--- src/rtl/wssc_pkg.sv ---
// ----------------------------------------------------------------------------
// Weighted subsequence support counter package
// Shared widths, register indexes and the queue entry layout.
// ----------------------------------------------------------------------------
package wssc_pkg;

    // Default sizing of the pattern store.
    localparam int MAX_PATTERN_DEF = 8;
    localparam int ITEM_BITS_DEF   = 16;

    // Fixed field widths.
    localparam int SLOT_BITS   = 16;
    localparam int POS_W       = 4;
    localparam int WEIGHT_W    = 20;
    localparam int SUM_W       = 32;
    localparam int CFG_DATA_W  = 64;
    localparam int CFG_IDX_W   = 3;
    localparam int IN_TDATA_W  = 40;
    localparam int OUT_TDATA_W = 40;

    // Depth of the queue between front and back, a power of two.
    localparam int QUEUE_DEPTH = 4;

    // Reset value of the low-weight limit.
    localparam logic [WEIGHT_W-1:0] LIMIT_RESET = 20'd10;

    // Configuration register indexes.
    localparam logic [CFG_IDX_W-1:0] REG_PATTERN_LOW  = 3'd0;
    localparam logic [CFG_IDX_W-1:0] REG_PATTERN_HIGH = 3'd1;
    localparam logic [CFG_IDX_W-1:0] REG_LENGTH       = 3'd2;
    localparam logic [CFG_IDX_W-1:0] REG_APPROX       = 3'd3;
    localparam logic [CFG_IDX_W-1:0] REG_LIMIT        = 3'd4;

    // Scalar configuration seen by the front.
    typedef struct packed {
        logic [POS_W-1:0]    eff_len;
        logic                approx;
        logic [WEIGHT_W-1:0] limit;
    } ctrl_t;

    // One classified word travelling from front to back.
    typedef struct packed {
        logic                db_start;
        logic                seq_end;
        logic                contained;
        logic                counted;
        logic [WEIGHT_W-1:0] weight;
    } entry_t;

endpackage

--- src/rtl/weighted_subsequence_support_counter_unit.sv ---
// ----------------------------------------------------------------------------
// Weighted subsequence support counter
// Counts the weighted support of a fixed itemset pattern over streamed
// database sequences.
// ----------------------------------------------------------------------------
// Usage:
// Database sequences arrive on the s_ group, one itemset per word, with
// tlast on the last itemset of a sequence and tuser set on the first word
// of a database, which clears the total. For each word carrying tlast the
// m_ group returns one word with the containment flag, the counted flag and
// the running support total, saturating at the 32-bit maximum.
// The cfg channel writes the pattern halves, length, mode and limit; it is
// always ready; the user must write it only while the block is idle, which
// is not enforced. Throughput is one word per cycle while s_tready is high:
// the front matches and classifies in the accept cycle, and the back retires
// one queue entry per cycle unless stalled. Results pass the queue, then the
// result register. When the receiver stalls, the result register holds and
// the four-entry queue absorbs further words; s_tready drops only when the
// queue is full. Reset clears the match position, total, queue and
// configuration; the low-weight limit returns to ten.
// ----------------------------------------------------------------------------
module weighted_subsequence_support_counter_unit #(
    parameter int MAX_PATTERN = wssc_pkg::MAX_PATTERN_DEF,
    parameter int ITEM_BITS   = wssc_pkg::ITEM_BITS_DEF
) (
    input  logic                                  clk,
    input  logic                                  rst_n,
    // Input stream.
    input  logic                                  s_tvalid,
    output logic                                  s_tready,
    input  logic [wssc_pkg::IN_TDATA_W-1:0]       s_tdata,   // itemset[15:0], weight[35:16]
    input  logic                                  s_tlast,   // sequence_end
    input  logic                                  s_tuser,   // database_start
    // Result stream.
    output logic                                  m_tvalid,
    input  logic                                  m_tready,
    output logic [wssc_pkg::OUT_TDATA_W-1:0]      m_tdata,   // contained[0], counted[1],
                                                             // support_total[33:2]
    // Configuration writes.
    input  logic                                  cfg_valid,
    output logic                                  cfg_ready,
    input  logic [wssc_pkg::CFG_IDX_W-1:0]        cfg_index,
    input  logic [wssc_pkg::CFG_DATA_W-1:0]       cfg_data
);

    logic [MAX_PATTERN-1:0][ITEM_BITS-1:0] pattern;
    wssc_pkg::ctrl_t                       ctrl;
    wssc_pkg::entry_t                      push_entry;
    wssc_pkg::entry_t                      pop_entry;
    logic                                  push;
    logic                                  pop;
    logic                                  full;
    logic                                  empty;
    logic                                  accept;
    logic                                  res_contained;
    logic                                  res_counted;
    logic [wssc_pkg::SUM_W-1:0]            res_total;

    assign cfg_ready = 1'b1;
    assign s_tready  = !full;
    assign accept    = s_tvalid && !full;

    wssc_cfg #(
        .MAX_PATTERN (MAX_PATTERN),
        .ITEM_BITS   (ITEM_BITS)
    ) u_cfg (
        .clk      (clk),
        .rst_n    (rst_n),
        .wr_en    (cfg_valid),
        .wr_index (cfg_index),
        .wr_data  (cfg_data),
        .pattern  (pattern),
        .ctrl     (ctrl)
    );

    wssc_front #(
        .MAX_PATTERN (MAX_PATTERN),
        .ITEM_BITS   (ITEM_BITS)
    ) u_front (
        .clk        (clk),
        .rst_n      (rst_n),
        .accept     (accept),
        .itemset    (s_tdata[wssc_pkg::SLOT_BITS-1:0]),
        .weight     (s_tdata[wssc_pkg::SLOT_BITS +: wssc_pkg::WEIGHT_W]),
        .seq_end    (s_tlast),
        .db_start   (s_tuser),
        .pattern    (pattern),
        .ctrl       (ctrl),
        .push       (push),
        .push_entry (push_entry)
    );

    wssc_queue u_queue (
        .clk        (clk),
        .rst_n      (rst_n),
        .push       (push),
        .push_entry (push_entry),
        .full       (full),
        .pop        (pop),
        .pop_entry  (pop_entry),
        .empty      (empty)
    );

    wssc_back u_back (
        .clk           (clk),
        .rst_n         (rst_n),
        .empty         (empty),
        .entry         (pop_entry),
        .pop           (pop),
        .out_valid     (m_tvalid),
        .out_ready     (m_tready),
        .out_contained (res_contained),
        .out_counted   (res_counted),
        .out_total     (res_total)
    );

    // Pack the result word, zero filled to whole bytes.
    assign m_tdata = {(wssc_pkg::OUT_TDATA_W - wssc_pkg::SUM_W - 2)'(0),
                      res_total, res_counted, res_contained};

endmodule

--- src/rtl/wssc_cfg.sv ---
// ----------------------------------------------------------------------------
// Configuration registers
// Holds the pattern itemsets, pattern length, mode and low-weight limit.
// ----------------------------------------------------------------------------
module wssc_cfg #(
    parameter int MAX_PATTERN = wssc_pkg::MAX_PATTERN_DEF,
    parameter int ITEM_BITS   = wssc_pkg::ITEM_BITS_DEF
) (
    input  logic                                    clk,
    input  logic                                    rst_n,
    input  logic                                    wr_en,
    input  logic [wssc_pkg::CFG_IDX_W-1:0]          wr_index,
    input  logic [wssc_pkg::CFG_DATA_W-1:0]         wr_data,
    output logic [MAX_PATTERN-1:0][ITEM_BITS-1:0]   pattern,
    output wssc_pkg::ctrl_t                         ctrl
);

    localparam int HALF_SLOTS = wssc_pkg::CFG_DATA_W / wssc_pkg::SLOT_BITS;

    logic [MAX_PATTERN-1:0][ITEM_BITS-1:0] pattern_reg;
    logic [wssc_pkg::POS_W-1:0]            length_reg;
    logic                                  approx_reg;
    logic [wssc_pkg::WEIGHT_W-1:0]         limit_reg;

    // Register writes; each pattern half feeds four slots.
    always_ff @(posedge clk or negedge rst_n)
    begin
        if (!rst_n)
        begin
            pattern_reg <= '0;
            length_reg  <= '0;
            approx_reg  <= 1'b0;
            limit_reg   <= wssc_pkg::LIMIT_RESET;
        end
        else if (wr_en)
        begin
            for (int i = 0; i < MAX_PATTERN; i++)
            begin
                if ((i < HALF_SLOTS && wr_index == wssc_pkg::REG_PATTERN_LOW) ||
                    (i >= HALF_SLOTS && wr_index == wssc_pkg::REG_PATTERN_HIGH))
                begin
                    pattern_reg[i] <= wr_data[(i % HALF_SLOTS) * wssc_pkg::SLOT_BITS +: ITEM_BITS];
                end
            end
            if (wr_index == wssc_pkg::REG_LENGTH)
            begin
                length_reg <= wr_data[wssc_pkg::POS_W-1:0];
            end
            if (wr_index == wssc_pkg::REG_APPROX)
            begin
                approx_reg <= wr_data[0];
            end
            if (wr_index == wssc_pkg::REG_LIMIT)
            begin
                limit_reg <= wr_data[wssc_pkg::WEIGHT_W-1:0];
            end
        end
    end

    // A length above the store size is clamped.
    always_comb
    begin
        if (length_reg > wssc_pkg::POS_W'(MAX_PATTERN))
        begin
            ctrl.eff_len = wssc_pkg::POS_W'(MAX_PATTERN);
        end
        else
        begin
            ctrl.eff_len = length_reg;
        end
        ctrl.approx = approx_reg;
        ctrl.limit  = limit_reg;
    end

    assign pattern = pattern_reg;

endmodule

--- src/rtl/wssc_front.sv ---
// ----------------------------------------------------------------------------
// Front end
// Tracks the greedy match position and classifies each accepted word.
// ----------------------------------------------------------------------------
module wssc_front #(
    parameter int MAX_PATTERN = wssc_pkg::MAX_PATTERN_DEF,
    parameter int ITEM_BITS   = wssc_pkg::ITEM_BITS_DEF
) (
    input  logic                                    clk,
    input  logic                                    rst_n,
    input  logic                                    accept,
    input  logic [wssc_pkg::SLOT_BITS-1:0]          itemset,
    input  logic [wssc_pkg::WEIGHT_W-1:0]           weight,
    input  logic                                    seq_end,
    input  logic                                    db_start,
    input  logic [MAX_PATTERN-1:0][ITEM_BITS-1:0]   pattern,
    input  wssc_pkg::ctrl_t                         ctrl,
    output logic                                    push,
    output wssc_pkg::entry_t                        push_entry
);

    logic [wssc_pkg::POS_W-1:0] pos_reg;
    logic [wssc_pkg::POS_W-1:0] pos_adv;
    logic [wssc_pkg::POS_W-1:0] pos_next;
    logic [ITEM_BITS-1:0]       pat;
    logic [ITEM_BITS-1:0]       item;

    // Select the pattern itemset at the current position.
    always_comb
    begin
        pat = '0;
        for (int i = 0; i < MAX_PATTERN; i++)
        begin
            if (pos_reg == wssc_pkg::POS_W'(i))
            begin
                pat = pattern[i];
            end
        end
    end

    assign item = itemset[ITEM_BITS-1:0];

    // Advance when the itemset covers every pattern bit.
    always_comb
    begin
        pos_adv = pos_reg;
        if (pos_reg < ctrl.eff_len && (item & pat) == pat)
        begin
            pos_adv = pos_reg + 1'b1;
        end
        pos_next = seq_end ? '0 : pos_adv;
    end

    always_ff @(posedge clk or negedge rst_n)
    begin
        if (!rst_n)
        begin
            pos_reg <= '0;
        end
        else if (accept)
        begin
            pos_reg <= pos_next;
        end
    end

    // Only words that touch the total go to the back.
    always_comb
    begin
        push                 = accept && (seq_end || db_start);
        push_entry.db_start  = db_start;
        push_entry.seq_end   = seq_end;
        push_entry.contained = (pos_adv >= ctrl.eff_len);
        push_entry.counted   = (pos_adv >= ctrl.eff_len) ||
                               (ctrl.approx && weight <= ctrl.limit);
        push_entry.weight    = weight;
    end

endmodule

--- src/rtl/wssc_queue.sv ---
// ----------------------------------------------------------------------------
// Entry queue
// Small register queue that decouples the front from the back.
// ----------------------------------------------------------------------------
module wssc_queue (
    input  logic             clk,
    input  logic             rst_n,
    input  logic             push,
    input  wssc_pkg::entry_t push_entry,
    output logic             full,
    input  logic             pop,
    output wssc_pkg::entry_t pop_entry,
    output logic             empty
);

    localparam int PTR_W = $clog2(wssc_pkg::QUEUE_DEPTH);

    wssc_pkg::entry_t  slot_reg [wssc_pkg::QUEUE_DEPTH];
    logic [PTR_W-1:0]  wr_ptr_reg;
    logic [PTR_W-1:0]  rd_ptr_reg;
    logic [PTR_W:0]    count_reg;

    assign full      = (count_reg == (PTR_W + 1)'(wssc_pkg::QUEUE_DEPTH));
    assign empty     = (count_reg == '0);
    assign pop_entry = slot_reg[rd_ptr_reg];

    // Pointers and fill count.
    always_ff @(posedge clk or negedge rst_n)
    begin
        if (!rst_n)
        begin
            wr_ptr_reg <= '0;
            rd_ptr_reg <= '0;
            count_reg  <= '0;
        end
        else
        begin
            if (push)
            begin
                wr_ptr_reg <= wr_ptr_reg + 1'b1;
            end
            if (pop)
            begin
                rd_ptr_reg <= rd_ptr_reg + 1'b1;
            end
            if (push && !pop)
            begin
                count_reg <= count_reg + 1'b1;
            end
            else if (pop && !push)
            begin
                count_reg <= count_reg - 1'b1;
            end
        end
    end

    // Entry storage.
    always_ff @(posedge clk)
    begin
        if (push)
        begin
            slot_reg[wr_ptr_reg] <= push_entry;
        end
    end

endmodule

--- src/rtl/wssc_back.sv ---
// ----------------------------------------------------------------------------
// Back end
// Keeps the saturating support total and drives the result register.
// ----------------------------------------------------------------------------
module wssc_back (
    input  logic                          clk,
    input  logic                          rst_n,
    input  logic                          empty,
    input  wssc_pkg::entry_t              entry,
    output logic                          pop,
    output logic                          out_valid,
    input  logic                          out_ready,
    output logic                          out_contained,
    output logic                          out_counted,
    output logic [wssc_pkg::SUM_W-1:0]    out_total
);

    logic [wssc_pkg::SUM_W-1:0] sum_reg;
    logic [wssc_pkg::SUM_W-1:0] sum_next;
    logic [wssc_pkg::SUM_W-1:0] sum_base;
    logic [wssc_pkg::SUM_W:0]   sum_wide;
    logic                       valid_reg;
    logic                       contained_reg;
    logic                       counted_reg;
    logic [wssc_pkg::SUM_W-1:0] total_reg;

    // Take an entry whenever the result register is free or draining.
    assign pop = !empty && (!valid_reg || out_ready);

    // Clear on database start, then saturating add of counted weights.
    always_comb
    begin
        sum_base = entry.db_start ? '0 : sum_reg;
        sum_wide = {1'b0, sum_base} + (wssc_pkg::SUM_W + 1)'(entry.weight);
        sum_next = sum_base;
        if (entry.seq_end && entry.counted)
        begin
            sum_next = sum_wide[wssc_pkg::SUM_W] ? '1 : sum_wide[wssc_pkg::SUM_W-1:0];
        end
    end

    always_ff @(posedge clk or negedge rst_n)
    begin
        if (!rst_n)
        begin
            sum_reg   <= '0;
            valid_reg <= 1'b0;
        end
        else
        begin
            if (pop)
            begin
                sum_reg <= sum_next;
            end
            if (pop && entry.seq_end)
            begin
                valid_reg <= 1'b1;
            end
            else if (out_ready)
            begin
                valid_reg <= 1'b0;
            end
        end
    end

    // Result payload.
    always_ff @(posedge clk)
    begin
        if (pop && entry.seq_end)
        begin
            contained_reg <= entry.contained;
            counted_reg   <= entry.counted;
            total_reg     <= sum_next;
        end
    end

    assign out_valid     = valid_reg;
    assign out_contained = contained_reg;
    assign out_counted   = counted_reg;
    assign out_total     = total_reg;

endmodule
--- config.mk ---
export PLATFORM = sky130hd
export DESIGN_NAME = weighted_subsequence_support_counter_unit
export DESIGN_NICKNAME = d
export VERILOG_FILES = /design/src/rtl/wssc_pkg.sv /design/src/rtl/weighted_subsequence_support_counter_unit.sv /design/src/rtl/wssc_cfg.sv /design/src/rtl/wssc_front.sv /design/src/rtl/wssc_queue.sv /design/src/rtl/wssc_back.sv
export SDC_FILE = /design/constraint.sdc
export NUM_CORES = 1
export LEC_CHECK = 0
export ABC_AREA = 0
export BUFFER_PORTS_ARGS = -buffer_cell sky130_fd_sc_hd__buf_2
export CORE_AREA = 2 2 183 185
export CTS_CLUSTER_DIAMETER = 100
export CTS_CLUSTER_SIZE = 16
export DETAILED_ROUTE_END_ITERATION = 8
export DIE_AREA = 0 0 185 187
export PLACE_DENSITY = 0.69
export SLEW_MARGIN = 20
export SYNTH_ARGS = -nofsm -noshare
export SYNTH_HDL_FRONTEND = slang
export SYNTH_SLANG_ARGS = --single-unit
--- constraint.sdc ---
create_clock -name clk -period 5.7 [get_ports clk]
set_clock_uncertainty 0.2 [all_clocks]
set_input_delay 0.855 -clock clk [delete_from_list [all_inputs] [get_ports clk]]
set_output_delay 0.855 -clock clk [all_outputs]
set_load 0.1 [all_outputs]
==> impl_metrics.json <==
{
  "yosysSeqAreaShare_pct": 54.7,
  "syn_area_per_cell_sq_um": 12.3,
  "grt-busiest-layer": "met2",
  "synthAdderAreaFrac_pct": 4.58,
  "syn_inst": 1312,
  "maxCapViolations": 0,
  "cp_top_family": "compound AO/OA/AOI/OAI gates",
  "synthToLayoutAreaGrowth_pct": 11.9,
  "die_height_um": 187,
  "worstSkewPairLatency_ns": 0.54,
  "antenna_found_initial": 7,
  "synth_area_leaders": "dfrtp_1, edfxtp_1, mux2_2, ha_1, mux4_2",
  "layout.cells.non_filler": 1912,
  "synthDominantCellAreaShare_pct": 30.2,
  "core_sq_mm": 0.0329,
  "grt_pass1_wl_um": 59600,
  "total_power_uw": 9910,
  "die_x_um": 185,
  "rsz0062_at_grt": "no",
  "start_kind": "flip-flop",
  "fin_crit_sh_pct": 91.0,
  "vias_per_cell": 5.74,
  "crit_path_top_delay_cell": "o41ai_4",
  "globalRouteMet2Util_pct": 37.5,
  "clock_sinks": 327,
  "r2r_start": "u_front.pos_reg[0]$_DFFE_PN0P_",
  "synth_top_family_by_area": "multiplexers",
  "ios": 157,
  "num-nets-final": 1612,
  "drt_iter0_drc": 829,
  "hold_violations": 0,
  "yosys.area_share.simple_pct": 9.61,
  "cts_buffers": 24,
  "final_area_sq_mm": 0.0181,
  "tritoncts": "done",
  "cp_num_buf_inv": 2,
  "htree_levels": 1,
  "port_buffers": 145,
  "gr-total-overflow": 0,
  "routed_wl_um": 38500,
  "p_per_area_mw_per_mm2": 548,
  "vias": 11000,
  "grt_max_degree": 110,
  "cp_data_required_time_ns": 5.74,
  "yosys.area.top_type": "dfrtp_1",
  "fin_tns_setup_ns": 0,
  "synth_compound_area_share_pct": 12.8,
  "crit_arrival_ns": 5.23,
  "crit_cells": 18,
  "peakVddDrop_mv": 0.322,
  "crit_path_end_kind": "flip-flop",
  "hpwlAfterDp_um": 27400,
  "initial_core_util_pct": 49.2,
  "first_pass_iters": 5,
  "cp_common_cell": "o21ai_0",
  "cts_setup_buffers": 0,
  "drive_above_1_share_pct": 25.7,
  "leakage_uw": 0.00743,
  "largest_reg_flops": 128,
  "worstMarginPinSlew_ns": 0.944,
  "yosys_warnings": 0,
  "ant_nets": 0,
  "relSlewSlack_pct": 37.0,
  "holdCritPathClass": "in2async",
  "synth_flop_cell": "dfrtp_1",
  "gr-usage-met3_pct": 3.56,
  "cts_resized": 0,
  "grtUsageTotal_pct": 22.2,
  "clk_pin_slew_worst_paths_ns": 0.08,
  "drc": 0,
  "period_minus_slack_ns": 5.19,
  "drv_slew": 0,
  "worstReg2RegEnd": "u_queue.slot_reg[0][20]$_DFFE_PP_",
  "synth_edf_count": 130,
  "grt_pass1_vias": 10800,
  "dp_cells": 1862,
  "met1_usage_pct": 29.7,
  "hold_buffers": 0,
  "place_area_sq_mm": 0.0174,
  "multi_input_area_sq_mm": 0.00679,
  "clock.fmax_mhz": 193,
  "seqCellArea_sq_mm": 0.00884,
  "crit_path_max_incr_delay_ns": 0.55,
  "synth-seq-cells": 327,
  "clk_path_buf_depth": 3,
  "synthArstFlopShare_pct": 60.2,
  "path_cells": "inv_1 > ha_1 > inv_1 > o21ai_0 > o22ai_1 > a2111oi_0 > o21ai_0 > o41ai_4 > nand2_1 > xnor2_1 > ha_1 > nand2b_1 > a21oi_1 > nor2b_1 > o21ai_0 > nand2b_1 > a31oi_1 > o21ai_0",
  "muxShareOfSynthArea_pct": 13.3,
  "rr_worst_depth": 18,
  "ys_types": 84,
  "critical_path_class": "reg2reg",
  "r2r_slack_ns": 0.51,
  "syn_area_sq_mm": 0.0162,
  "status": "finished, final reports clean",
  "path_max_fanout": 14,
  "die_area_sq_mm": 0.0346,
  "routedWlPerCell_um": 20.1,
  "fillCellCount": 2854,
  "finalSetupViolations": 0,
  "yosys.area_share.xor_xnor_pct": 1.30,
  "cts_root_buf": "clkbuf_16",
  "rows": 67,
  "place_congestion": 0.895
}
[per-layer routing]
layer	vias up	part of all wire, %
met1	5444	43
met5	-	0.070
met2	336	49
met3	64	5.7
li1	5129	-
met4	4	2.3
[power breakdown]
part | internal, uW | switching [uW] | total (uW)
Sequential | 3140 | 321 | 3460
Combinational | 1670 | 3150 | 4810
Clock | 825 | 804 | 1630
Total | 5630 | 4270 | 9910
[synth_stat cells, types with 5 or more instances]
library cell,n
a41oi_1,6
nor2b_1,30
a221o_1,5
o22ai_1,9
a31oi_1,5
inv_1,68
nand3_1,17
mux2_1,7
clkbuf_1,43
buf_2,5
o211ai_1,10
a22o_1,5
o21a_1,5
mux2_2,128
a221oi_1,17
and3_1,7
nor2_1,62
and2_1,8
xor2_1,7
mux2i_1,9
a21oi_1,55
nand2b_1,15
xnor2_1,17
dfrtp_1,195
o31a_1,5
edfxtp_1,130
buf_1,10
ha_1,56
o21ai_0,76
a211oi_1,10
buf_4,11
nor3_1,28
nand2_1,97
a32oi_1,5
mux4_2,24
or3_1,5
nor4_1,5
a21o_1,10
a2bb2oi_4,5
nand4_1,12
a2bb2oi_1,8
[worst register-to-register path, delay by kind of cell, from the launching register on]
family	cells	cell delay, ns
and+or+nand+nor	4	0.57
DFF	1	0.44
xor gates and xnor gates	1	0.18
buffers and inverters	2	0.54
AOI/OAI and AO/OA	9	2.17
adders and majority gates	2	0.77
[cells by family after synthesis]
logic type               count (synthesis)
buffers and inverters                  139
other                                    2
AO/OA/AOI/OAI                          287
adder cells (fa/ha/maj)                 58
flip-flops                             327
AND/OR/NAND/NOR                        307
multiplexers                           168
XOR/XNOR                                24
[placed cells by master (no fill, tap or decap), types with 6 or more instances in the layout]
| cell type | Yosys | routed |
|---|---|---|
| dfrtp_1 | 195 | 195 |
| buf_2 | 5 | 144 |
| edfxtp_1 | 130 | 130 |
| mux2_2 | 128 | 128 |
| nand2_1 | 97 | 97 |
| o21ai_0 | 76 | 76 |
| inv_1 | 68 | 68 |
| nor2_1 | 62 | 62 |
| ha_1 | 56 | 56 |
| a21oi_1 | 55 | 55 |
| nor2b_1 | 30 | 30 |
| nor3_1 | 28 | 27 |
| clkbuf_16 | 0 | 25 |
| mux4_2 | 24 | 24 |
| buf_4 | 11 | 22 |
| clkbuf_1 | 43 | 18 |
| a221oi_1 | 17 | 17 |
| nand3_1 | 17 | 17 |
| xnor2_1 | 17 | 17 |
| nand2b_1 | 15 | 15 |
| nand4_1 | 12 | 12 |
| a211oi_1 | 10 | 10 |
| o211ai_1 | 10 | 10 |
| a21o_1 | 10 | 10 |
| mux2i_1 | 9 | 9 |
| o22ai_1 | 9 | 9 |
| and2_1 | 8 | 8 |
| a2bb2oi_1 | 8 | 8 |
| and3_1 | 7 | 7 |
| xor2_1 | 7 | 7 |
| mux2_1 | 7 | 7 |
| conb_1 | 2 | 7 |
| diode_2 | 0 | 6 |
| a41oi_1 | 6 | 6 |
[worst max path at each step]
stage                                      startpoint                                end  slack, ns
floorplan           u_queue.rd_ptr_reg[1]$_DFFE_PN0P_     u_back.out_total[22]$_DFFE_PP_       1.17
global placement       u_front.pos_reg[0]$_DFFE_PN0P_  u_queue.slot_reg[0][20]$_DFFE_PP_       0.72
detailed placement     u_front.pos_reg[0]$_DFFE_PN0P_  u_queue.slot_reg[3][20]$_DFFE_PP_       0.61
CTS                    u_front.pos_reg[0]$_DFFE_PN0P_  u_queue.slot_reg[0][20]$_DFFE_PP_       0.56
global route           u_front.pos_reg[0]$_DFFE_PN0P_  u_queue.slot_reg[0][20]$_DFFE_PP_       0.08
finish                 u_front.pos_reg[0]$_DFFE_PN0P_  u_queue.slot_reg[0][20]$_DFFE_PP_       0.51
[stage by stage]
step / utilization (%) / worst slack (ns) / hold WS, ns
after floorplan: - / 1.17 / 0.242
after global placement: 52.8 / 0.722 / 0.259
after detailed placement: 52.8 / 0.612 / 0.271
after CTS: 55.0 / 0.564 / 0.211
after global routing: 55.0 / 0.0776 / 0.223
final: 55.0 / 0.513 / 0.159
[final cells by class]
| cell class | instances | share of cell area, % |
|---|---|---|
| well taps | 448 | 3.10 |
| repair buffers | 168 | 5.09 |
| clock inverters | 1 | 0.0623 |
| clock buffers | 43 | 3.83 |
| multi-input cells | 851 | 37.6 |
| inverters | 68 | 1.41 |
| diodes | 6 | 0.0830 |
| flip-flops and latches | 327 | 48.9 |
(Power assumes the default switching activity.)
